`src/sv/ripdc_pkg.sv`:
```
`default_nettype none
// ----------------------------------------------------------------------------
// ripdc_pkg
// Shared constants, codes and types of the raw IPv4 discovery classifier.
// ----------------------------------------------------------------------------
package ripdc_pkg;

  localparam int MAX_PACKET_BYTES = 4096;
  localparam int CNT_W            = $clog2(MAX_PACKET_BYTES + 1);
  localparam int DISC_HDR_BYTES   = 12;

  localparam logic [7:0] DEFAULT_PROTOCOL = 8'd253;
  localparam logic [7:0] DEFAULT_OWN_ID   = 8'd1;

  localparam logic [7:0] TYPE_HELLO    = 8'h01;
  localparam logic [7:0] TYPE_QUERY    = 8'h02;
  localparam logic [7:0] TYPE_RESPONSE = 8'h03;

  localparam logic [3:0] MIN_IHL = 4'd5;

  localparam int PROTO_IDX     = 9;
  localparam int CHECK_LOW_IDX = 11;
  localparam int SRC_FIRST_IDX = 12;
  localparam int SRC_LAST_IDX  = 15;

  localparam logic [15:0] SUM_MASK = 16'hFFFF;

  localparam logic CFG_PROTOCOL_NUMBER = 1'b0;
  localparam logic CFG_OWN_ID          = 1'b1;

  typedef enum logic [2:0] {
    VERDICT_HELLO          = 3'd0,
    VERDICT_QUERY          = 3'd1,
    VERDICT_RESPONSE       = 3'd2,
    VERDICT_UNKNOWN        = 3'd3,
    VERDICT_WRONG_PROTOCOL = 3'd4,
    VERDICT_TOO_SHORT      = 3'd5,
    VERDICT_BAD_CHECKSUM   = 3'd6,
    VERDICT_NOT_ADDRESSED  = 3'd7
  } verdict_t;

  typedef struct packed {
    logic [7:0]                          protocol;
    logic [3:0]                          header_words;
    logic [CNT_W-1:0]                    byte_count;
    logic [15:0]                         sum;
    logic [15:0]                         check;
    logic [31:0]                         source;
    logic [DISC_HDR_BYTES-1:0][7:0]      disc;
  } pkt_snap_t;

  typedef struct packed {
    verdict_t    verdict;
    logic [7:0]  message_type;
    logic [7:0]  origin_id;
    logic [31:0] exchange_id;
    logic [31:0] payload_length;
    logic [31:0] source_address;
    logic [6:0]  payload_offset;
  } result_t;

endpackage
`default_nettype wire

```
`src/sv/ripdc_if.sv`:
```
`default_nettype none
// ----------------------------------------------------------------------------
// ripdc_if
// Valid/ready channels for packet bytes and for classification results.
// ----------------------------------------------------------------------------
interface ripdc_in_if;
  logic       valid;
  logic       ready;
  logic [7:0] data_byte;
  logic       last;

  modport source (output valid, output data_byte, output last, input ready);
  modport sink   (input valid, input data_byte, input last, output ready);
endinterface

interface ripdc_out_if;
  logic        valid;
  logic        ready;
  logic [2:0]  verdict;
  logic [7:0]  message_type;
  logic [7:0]  origin_id;
  logic [31:0] exchange_id;
  logic [31:0] payload_length;
  logic [31:0] source_address;
  logic [6:0]  payload_offset;

  modport source (output valid, output verdict, output message_type, output origin_id,
                  output exchange_id, output payload_length, output source_address,
                  output payload_offset, input ready);
  modport sink   (input valid, input verdict, input message_type, input origin_id,
                  input exchange_id, input payload_length, input source_address,
                  input payload_offset, output ready);
endinterface
`default_nettype wire

```
`src/sv/ripdc_parse.sv`:
```
`default_nettype none
// ----------------------------------------------------------------------------
// ripdc_parse
// Per-packet byte capture: count, IHL, protocol, source, checksum sum and discovery header.
// ----------------------------------------------------------------------------
module ripdc_parse
  import ripdc_pkg::*;
(
  input  wire logic       clk,
  input  wire logic       rst,
  input  wire logic       step,
  input  wire logic [7:0] data_byte,
  input  wire logic       last,
  output pkt_snap_t       snap
);

  logic [CNT_W-1:0]               byte_count, byte_count_next;
  logic [3:0]                     header_words, header_words_next;
  logic [15:0]                    sum_accumulator, sum_accumulator_next;
  logic [7:0]                     pending_high_byte, pending_high_byte_next;
  logic [7:0]                     seen_protocol, seen_protocol_next;
  logic [31:0]                    captured_source, captured_source_next;
  logic [15:0]                    stored_check, stored_check_next;
  logic [DISC_HDR_BYTES-1:0][7:0] disc, disc_next;

  logic [CNT_W-1:0] hlen;
  logic [CNT_W-1:0] disc_k;
  logic [16:0]      sum_wide;
  logic             take;

  always_comb begin
    take                   = byte_count < CNT_W'(MAX_PACKET_BYTES);
    byte_count_next        = byte_count;
    header_words_next      = header_words;
    sum_accumulator_next   = sum_accumulator;
    pending_high_byte_next = pending_high_byte;
    seen_protocol_next     = seen_protocol;
    captured_source_next   = captured_source;
    stored_check_next      = stored_check;
    disc_next              = disc;

    if (take && byte_count == '0) begin
      header_words_next = data_byte[3:0];
    end
    hlen     = CNT_W'({header_words_next, 2'b00});
    disc_k   = byte_count - hlen;
    sum_wide = {1'b0, sum_accumulator} + {1'b0, pending_high_byte, data_byte};

    if (take) begin
      if (byte_count < hlen) begin
        if (!byte_count[0]) begin
          pending_high_byte_next = data_byte;
        end else if (byte_count == CNT_W'(CHECK_LOW_IDX)) begin
          stored_check_next = {pending_high_byte, data_byte};
        end else begin
          sum_accumulator_next = sum_wide[15:0] + {15'd0, sum_wide[16]};
        end
      end
      if (byte_count == CNT_W'(PROTO_IDX)) begin
        seen_protocol_next = data_byte;
      end
      if (byte_count >= CNT_W'(SRC_FIRST_IDX) && byte_count <= CNT_W'(SRC_LAST_IDX)) begin
        captured_source_next = {captured_source[23:0], data_byte};
      end
      if (byte_count >= hlen && disc_k < CNT_W'(DISC_HDR_BYTES)) begin
        disc_next[disc_k[3:0]] = data_byte;
      end
      byte_count_next = byte_count + CNT_W'(1);
    end
  end

  assign snap = '{
    protocol:     seen_protocol_next,
    header_words: header_words_next,
    byte_count:   byte_count_next,
    sum:          sum_accumulator_next,
    check:        stored_check_next,
    source:       captured_source_next,
    disc:         disc_next
  };

  always_ff @(posedge clk) begin
    if (rst || (step && last)) begin
      byte_count        <= '0;
      header_words      <= '0;
      sum_accumulator   <= '0;
      pending_high_byte <= '0;
      seen_protocol     <= '0;
      captured_source   <= '0;
      stored_check      <= '0;
      disc              <= '0;
    end else if (step) begin
      byte_count        <= byte_count_next;
      header_words      <= header_words_next;
      sum_accumulator   <= sum_accumulator_next;
      pending_high_byte <= pending_high_byte_next;
      seen_protocol     <= seen_protocol_next;
      captured_source   <= captured_source_next;
      stored_check      <= stored_check_next;
      disc              <= disc_next;
    end
  end

endmodule
`default_nettype wire

```
`src/sv/ripdc_classify.sv`:
```
`default_nettype none
// ----------------------------------------------------------------------------
// ripdc_classify
// Verdict and result fields from the captured state of a finished packet.
// ----------------------------------------------------------------------------
module ripdc_classify
  import ripdc_pkg::*;
(
  input  wire pkt_snap_t   snap,
  input  wire logic [7:0]  protocol_number,
  input  wire logic [7:0]  own_id,
  output result_t          result
);

  logic [6:0] need;
  logic [7:0] msg_type;
  logic [7:0] recv;

  always_comb begin
    need     = 7'({snap.header_words, 2'b00}) + 7'(DISC_HDR_BYTES);
    msg_type = snap.disc[0];
    recv     = snap.disc[DISC_HDR_BYTES-1];

    if (snap.protocol != protocol_number) begin
      result.verdict = VERDICT_WRONG_PROTOCOL;
    end else if (snap.header_words < MIN_IHL || snap.byte_count < CNT_W'(need)) begin
      result.verdict = VERDICT_TOO_SHORT;
    end else if ((~snap.sum & SUM_MASK) != snap.check) begin
      result.verdict = VERDICT_BAD_CHECKSUM;
    end else if (recv != 8'd0 && recv != own_id) begin
      result.verdict = VERDICT_NOT_ADDRESSED;
    end else begin
      case (msg_type)
        TYPE_HELLO:    result.verdict = VERDICT_HELLO;
        TYPE_QUERY:    result.verdict = VERDICT_QUERY;
        TYPE_RESPONSE: result.verdict = VERDICT_RESPONSE;
        default:       result.verdict = VERDICT_UNKNOWN;
      endcase
    end

    result.message_type   = msg_type;
    result.origin_id      = snap.disc[10];
    result.exchange_id    = {snap.disc[1], snap.disc[2], snap.disc[3], snap.disc[4]};
    result.payload_length = {snap.disc[5], snap.disc[6], snap.disc[7], snap.disc[8]};
    result.source_address = snap.source;
    result.payload_offset = need;
  end

endmodule
`default_nettype wire

```
`src/sv/raw_ipv4_discovery_packet_classifier_core.sv`:
```
`default_nettype none
// Result path: a last byte is held in the input register, then its result is registered.
// Throughput: one byte per cycle; the input register and result register decouple the
// channels, so bytes keep flowing while a result waits, up to one stalled last byte.
// Reset: synchronous; clears packet state and valids, loads protocol_number 253, own_id 1.
// ----------------------------------------------------------------------------
// raw_ipv4_discovery_packet_classifier_core
// Byte-serial IPv4 header check and discovery packet classification.
// ----------------------------------------------------------------------------
module raw_ipv4_discovery_packet_classifier_core
  import ripdc_pkg::*;
(
  input  wire logic       clk,
  input  wire logic       rst,
  ripdc_in_if.sink        packet,
  ripdc_out_if.source     result,
  input  wire logic       cfg_wr_en,
  input  wire logic       cfg_index,
  input  wire logic [7:0] cfg_data
);

  logic [7:0] protocol_number;
  logic [7:0] own_id;

  logic       s1_valid;
  logic [7:0] s1_byte;
  logic       s1_last;
  logic       s1_adv;
  logic       out_free;

  pkt_snap_t  snap;
  result_t    res_comb;
  result_t    res;
  logic       res_valid;

  assign out_free     = !res_valid || result.ready;
  assign s1_adv       = !s1_last || out_free;
  assign packet.ready = !s1_valid || s1_adv;

  always_ff @(posedge clk) begin
    if (rst) begin
      protocol_number <= DEFAULT_PROTOCOL;
      own_id          <= DEFAULT_OWN_ID;
    end else if (cfg_wr_en) begin
      unique case (cfg_index)
        CFG_PROTOCOL_NUMBER: protocol_number <= cfg_data;
        CFG_OWN_ID:          own_id          <= cfg_data;
      endcase
    end
  end

  always_ff @(posedge clk) begin
    if (rst) begin
      s1_valid <= 1'b0;
    end else if (packet.ready) begin
      s1_valid <= packet.valid;
    end
    if (packet.ready) begin
      s1_byte <= packet.data_byte;
      s1_last <= packet.last;
    end
  end

  ripdc_parse u_parse (
    .clk       (clk),
    .rst       (rst),
    .step      (s1_valid && s1_adv),
    .data_byte (s1_byte),
    .last      (s1_last),
    .snap      (snap)
  );

  ripdc_classify u_classify (
    .snap            (snap),
    .protocol_number (protocol_number),
    .own_id          (own_id),
    .result          (res_comb)
  );

  always_ff @(posedge clk) begin
    if (rst) begin
      res_valid <= 1'b0;
    end else if (out_free) begin
      res_valid <= s1_valid && s1_last;
    end
    if (out_free && s1_valid && s1_last) begin
      res <= res_comb;
    end
  end

  assign result.valid          = res_valid;
  assign result.verdict        = res.verdict;
  assign result.message_type   = res.message_type;
  assign result.origin_id      = res.origin_id;
  assign result.exchange_id    = res.exchange_id;
  assign result.payload_length = res.payload_length;
  assign result.source_address = res.source_address;
  assign result.payload_offset = res.payload_offset;

endmodule
`default_nettype wire

```
`src/flat_wrapper.sv`:
```
// flat-port wrapper written by rule: the top's interface ports become plain ports
module raw_ipv4_discovery_packet_classifier_core_flat import ripdc_pkg::*;
  (clk, rst, cfg_wr_en, cfg_index, cfg_data, packet_valid, packet_data_byte, packet_last, packet_ready, result_valid, result_verdict, result_message_type, result_origin_id, result_exchange_id, result_payload_length, result_source_address, result_payload_offset, result_ready);
  ripdc_in_if packet_i ();
  ripdc_out_if result_i ();
  input  wire logic clk;
  input  wire logic rst;
  input  wire logic cfg_wr_en;
  input  wire logic cfg_index;
  input  wire logic [7:0] cfg_data;
  input wire logic [$bits(packet_i.valid)-1:0] packet_valid;
  input wire logic [$bits(packet_i.data_byte)-1:0] packet_data_byte;
  input wire logic [$bits(packet_i.last)-1:0] packet_last;
  output wire logic [$bits(packet_i.ready)-1:0] packet_ready;
  output wire logic [$bits(result_i.valid)-1:0] result_valid;
  output wire logic [$bits(result_i.verdict)-1:0] result_verdict;
  output wire logic [$bits(result_i.message_type)-1:0] result_message_type;
  output wire logic [$bits(result_i.origin_id)-1:0] result_origin_id;
  output wire logic [$bits(result_i.exchange_id)-1:0] result_exchange_id;
  output wire logic [$bits(result_i.payload_length)-1:0] result_payload_length;
  output wire logic [$bits(result_i.source_address)-1:0] result_source_address;
  output wire logic [$bits(result_i.payload_offset)-1:0] result_payload_offset;
  input wire logic [$bits(result_i.ready)-1:0] result_ready;
  assign packet_i.valid = packet_valid;
  assign packet_i.data_byte = packet_data_byte;
  assign packet_i.last = packet_last;
  assign packet_ready = packet_i.ready;
  assign result_valid = result_i.valid;
  assign result_verdict = result_i.verdict;
  assign result_message_type = result_i.message_type;
  assign result_origin_id = result_i.origin_id;
  assign result_exchange_id = result_i.exchange_id;
  assign result_payload_length = result_i.payload_length;
  assign result_source_address = result_i.source_address;
  assign result_payload_offset = result_i.payload_offset;
  assign result_i.ready = result_ready;
  raw_ipv4_discovery_packet_classifier_core u_core (.clk(clk), .rst(rst), .packet(packet_i), .result(result_i), .cfg_wr_en(cfg_wr_en), .cfg_index(cfg_index), .cfg_data(cfg_data));
endmodule
```
`config.mk`:
```
export PLATFORM = sky130hd
export DESIGN_NAME = raw_ipv4_discovery_packet_classifier_core_flat
export DESIGN_NICKNAME = d
export VERILOG_FILES = /design/src/sv/ripdc_pkg.sv /design/src/sv/ripdc_if.sv /design/src/sv/ripdc_parse.sv /design/src/sv/ripdc_classify.sv /design/src/sv/raw_ipv4_discovery_packet_classifier_core.sv /design/src/flat_wrapper.sv
export SDC_FILE = /design/constraint.sdc
export NUM_CORES = 1
export LEC_CHECK = 0
export BUFFER_PORTS_ARGS = -buffer_cell sky130_fd_sc_hd__buf_2
export CAP_MARGIN = 20
export CORE_MARGIN = 2
export CORE_UTILIZATION = 55
export DETAILED_ROUTE_END_ITERATION = 12
export GPL_TIMING_DRIVEN = 0
export PLACE_DENSITY_LB_ADDON = 0.25
export SLEW_MARGIN = 10
export SYNTH_ARGS = -nofsm -noshare
export SYNTH_HDL_FRONTEND = slang
export SYNTH_HIERARCHICAL = 1
export SYNTH_SLANG_ARGS = --single-unit
```
`constraint.sdc`:
```
create_clock -name clk -period 18.8 [get_ports clk]
set_clock_uncertainty 0.15 [all_clocks]
set_input_delay 3.76 -clock clk [delete_from_list [all_inputs] [get_ports clk]]
set_output_delay 3.76 -clock clk [all_outputs]
set_load 0.02 [all_outputs]
```
After elaboration in Yosys (flattened, before gate mapping):

Index checks and enable logic that the tools add are counted.
W data, S select, Z words.

* flip-flop bits (word level): 342
* bits in latches: 0
* output and inout bits: 124
* memories kept: 0
* memory bits (read-only): 0
* bits in writable memories: 0
* input port bits: 23
* logic and storage cells: 109

* reduce and logical (&&, ||, !) cells: 26
* divide/modulo/power cells: 0
* multiplexer cells: 23
* bitwise gates (word level): 3
* multiply operators: 0
* order comparisons: 10
* shifts and indexed selects: 0
* equal/unequal tests: 8
* add/sub/neg operators: 5

Operators by type and width (number)
* $mux W96: 2
* $mux W16: 8
* $bwmux W96: 1
* $mux W32: 2
* $demux W8 S4: 1
* $eq A13 B4 Y1 const B: 2
* $mux W8: 3
* $add A16 B16 Y17: 1
* $add A16 B1 Y16: 1
* $eq A8 B2 Y1 const B: 2
* $ne A16 B16 Y1: 1
* $ne A8 B8 Y1: 2
* $not A16 Y16: 1
* $add A13 B1 Y13 const B: 1
* $ge A13 B4 Y1 const B: 1
* $ge A13 B6 Y1: 1
* $le A13 B4 Y1 const B: 1
* $logic_not A13 Y1: 1
* $lt A13 B13 Y1 const B: 1
* $lt A13 B4 Y1 const B: 1
* $lt A13 B6 Y1: 1
* $lt A13 B7 Y1: 1
* $mux W13: 1
* $sub A13 B6 Y13: 1
* 19 further kinds: 37

Logic depth before layout (Yosys ltp):

* depth after elaboration: 16
* mapped depth: 22
* depth with buffers taken out: 22

By module:

The synthesis kept the hierarchy.

Modules (own cells, without submodules)
* ripdc_parse: seq. area each 3863.7 sq um, cells each 1173, area an instance 10920.5 sq um, times used 1
* raw_ipv4_discovery_packet_classifier_core: seq. area each 4294.1 sq um, cells each 213, area an instance 4639.4 sq um, times used 1
* ripdc_classify: seq. area each 0.0 sq um, cells each 199, area an instance 1475.2 sq um, times used 1

Worst setup path before layout:

Ideal clock, no wire load.

* path kind: input -> register
* start point: input port result_ready
* end point: register u_core.res (netlist bit u_core/result.exchange_id[0]), enable pin
* buffers on the path: 0
* library setup time: 0.606 ns
* path slack: 9.134 ns
* arrival: 8.910 ns
* stages on the path: 2
* cell sequence: nor2b_1 > nor2_1

* longest elaborated chain between the ends: 3

Ends and longest elaborated chain
* start: declaration: line flat_wrapper.sv:23 `input wire logic [$bits(result_i.ready)-1:0] result_ready;`
* $logic_or A1 B1 Y1: line raw_ipv4_discovery_packet_classifier_core.sv:36 `assign out_free = !res_valid || result.ready;`
* $logic_and A1 B1 Y1 (2 in a row): line raw_ipv4_discovery_packet_classifier_core.sv:86 `if (out_free && s1_valid && s1_last) begin`
* end signal: assignment: line raw_ipv4_discovery_packet_classifier_core.sv:87 `res <= res_comb;`
* end: declaration: line raw_ipv4_discovery_packet_classifier_core.sv:33 `result_t res;`

No other way between the ends.
A chain may end at the register's enable or synchronous reset.

Worst setup path in the final report:

* start point: input port result_ready
* end point: output port packet_ready

* longest elaborated chain between the ends: 3

Ends and longest elaborated chain
* $logic_or A1 B1 Y1: line raw_ipv4_discovery_packet_classifier_core.sv:36
* $logic_or A1 B1 Y1: line raw_ipv4_discovery_packet_classifier_core.sv:37 `assign s1_adv = !s1_last || out_free;`
* $logic_or A1 B1 Y1: line raw_ipv4_discovery_packet_classifier_core.sv:38 `assign packet.ready = !s1_valid || s1_adv;`
* end: declaration: line flat_wrapper.sv:14 `output wire logic [$bits(packet_i.ready)-1:0] packet_ready;`

No other way between the ends.

==> out/metrics.yaml <==
detailed_routing:
  dr_total_vias: 11920
  wl_per_cell_microns: 18.9
  avgViaCountPerCell: 5.53
  dr.pass1.iters: 5
  drt_iter0_markers: 891
  wl_microns: 40700
  ant_nets: 0
  drc_errors: 0
worst_hold_path:
  min_path_type: "reg2reg"
  hold_depth: 2
  hold_start: "u_core/u_parse/disc[86]$_SDFFE_PP0P_"
  hold-path-endpoint: "u_core/u_parse/disc[86]$_SDFFE_PP0P_"
power:
  powerDensity_nw_per_um2: 84.4
  power_leakage_nw: 8.30
  max-vdd-ir-drop_mv: 0.0734
timing:
  setup_violations: 0
  rsz0062_at_grt: "false"
  final.setup.tns_ns: 0
  maxSlewViolCount: 0
  fmax_mhz: 114
  min_period_ns: 8.78
  finalHoldViolCount: 0
  max_slew.worst_pin.slew_ns: 0.881
  relSlewSlack_pct: 41.3
  final.period_utilization_pct: 46.7
cts:
  cts_setup_buffers: 0
  cts_htree_levels: 2
  cts.sinks: 334
  ctsHoldBuffers: 0
  clk_latency_ns: 0.53
  ctsResizeCount: 0
  cts_tree: "done"
  cts_root_buf: "clkbuf_16"
  clk_pin_slew_ns: 0.06
  cts_buffers: 36
  cts_buffer_depth: 3
synth:
  syn_area_sq_um: 16700
  synthesis.area_per_instance_sq_um: 10.7
  netlist_instances: 1550
  yosys_warnings: 6
critical_path:
  rrSetupSlack_ns: 12.39
  worst_r2r_path_depth: 21
  required_ns: 14.89
  cp-end-kind: "output port"
  r2r-end: "u_core/result.verdict[2]$_DFFE_PP_"
  critical_path_class: "in2out"
  path_max_fanout: 11
  r2r-start: "u_core/s1_byte[5]$_DFFE_PP_"
  cp.arrival_ns: 4.87
  startpoint_type: "primary input"
layout:
  num_antenna_cells: 0
  final_layout_size_suffix_gt1_share_pct: 30.0
  syn2layout_area_growth_pct: 14.9
  fin_nets: 1794
  final_area_sq_um: 19100
  nFillCells: 2386
grt:
  grt_overflow: 0
  first_global_vias: 11638
  grt_usage_pct: 25.9
  grt_first_pass_wirelength_microns: 63800
  antenna_found_initial: 1
  grt_start_max_net_pins: 35
floorplan:
  dieArea_sq_um: 31700
  core_sq_um: 29700
  io_pins: 147
  rows: 63
  die_height_microns: 178
  initial_core_util_pct: 56.1
  die_w_microns: 178
placement:
  place.gp.congestion: 0.890
  dpl_cell_area_sq_um: 18000
  dp_hpwl_microns: 28700
  portBuffers: 146
flow_run:
  cap_viol_max_count: 0
outcome:
  status: "completed"
## final cells by class
class / count / area, sq um / area share (%)
clock inverter: 19 / 161 / 0.843
multi-input combinational: 990 / 7320 / 38.2
clock buffer: 46 / 1010 / 5.27
buffer: 203 / 1260 / 6.60
inverter: 24 / 90.1 / 0.470
tap: 390 / 488 / 2.55
timing repair buffer: 151 / 818 / 4.27
sequential: 334 / 8000 / 41.8
## flip-flops by register name, summed over array words and instances (netlist names), 4 cells and up
register and count:
u_core/s1_byte 8, u_core/result.source_address 32, u_core/result.origin_id 8, u_core/result.payload_length 32
u_core/u_parse/disc 88, u_core/u_parse/stored_check 16, u_core/result.exchange_id 32, u_core/own_id 8
u_core/result.message_type 8, u_core/protocol_number 8, u_core/u_parse/pending_high_byte 8, u_core/u_parse/seen_protocol 8
u_core/result.payload_offset 7, u_core/u_parse/byte_count 13, u_core/u_parse/header_words 4, u_core/u_parse/captured_source 32
u_core/u_parse/sum_accumulator 16
## power breakdown
| group | switching (mW) | total, mW | internal, mW |
|---|---|---|---|
| sequential | 0.0119 | 0.777 | 0.765 |
| clock | 0.290 | 0.699 | 0.409 |
| combinational | 0.0925 | 0.140 | 0.0475 |
| total | 0.395 | 1.62 | 1.22 |
## stage by stage
step / setup slack [ns] / instances / hold WS, ns / power [mW] / utilization (%)
global placement: 6.83 / 2087 / 0.289 / 0.927 / 60.2
CTS: 10.0 / 2156 / 0.308 / 1.63 / 64.4
global route: 9.90 / 2157 / 0.315 / 1.67 / 64.4
finish: 10.02 / 2157 / 0.307 / 1.62 / 64.4
detailed placement: 10.0 / 2091 / 0.294 / 0.930 / 60.5
floorplan: 9.13 / 1551 / 0.281 / 0.886 / -
## worst max-delay path, cell delays in order
cell     delay [ns]
buf_2          0.10
nor2b_1        0.30
nand3_1        0.41
buf_2          0.30
## per-layer routing
metal / wire (microns) / up-vias / track usage (%) / part of all wire (%)
li1: - / 5686 / - / -
met1: 18400 / 5774 / 36.3 / 45
met2: 19100 / 388 / 42.5 / 47
met3: 2320 / 72 / 3.77 / 5.7
met4: 851 / 0 / 6.28 / 2.1
met5: 0 / - / 0 / 0
## layout by cell type, fill, tap and decap left out, types with 10 or more instances in the layout
master / count
dfxtp_1: 203
nand2_1: 160
buf_2: 157
nor2_1: 148
mux2_2: 144
mux2i_1: 137
edfxtp_1: 131
buf_4: 116
clkbuf_1: 61
xnor2_1: 45
xor2_1: 39
clkbuf_16: 37
a21oi_1: 31
o21ai_0: 31
ha_1: 30
nor3_1: 26
inv_1: 24
nand3_1: 19
nand4_1: 18
buf_1: 13
or3_1: 12
mux2_4: 11
clkinv_2: 10
## how the worst max path moves through the flow
stage,from,end,cells past startpoint
2_1_floorplan,result_ready,u_core/result.exchange_id[0]$_DFFE_PP_,2
3_3_place_gp,result_ready,u_core/result.source_address[30]$_DFFE_PP_,3
3_5_place_dp,result_ready,packet_ready,4
4_1_cts,result_ready,packet_ready,4
5_1_grt,result_ready,packet_ready,4
6_report,result_ready,packet_ready,4
Note: power is estimated with default switching activity, not from simulation.
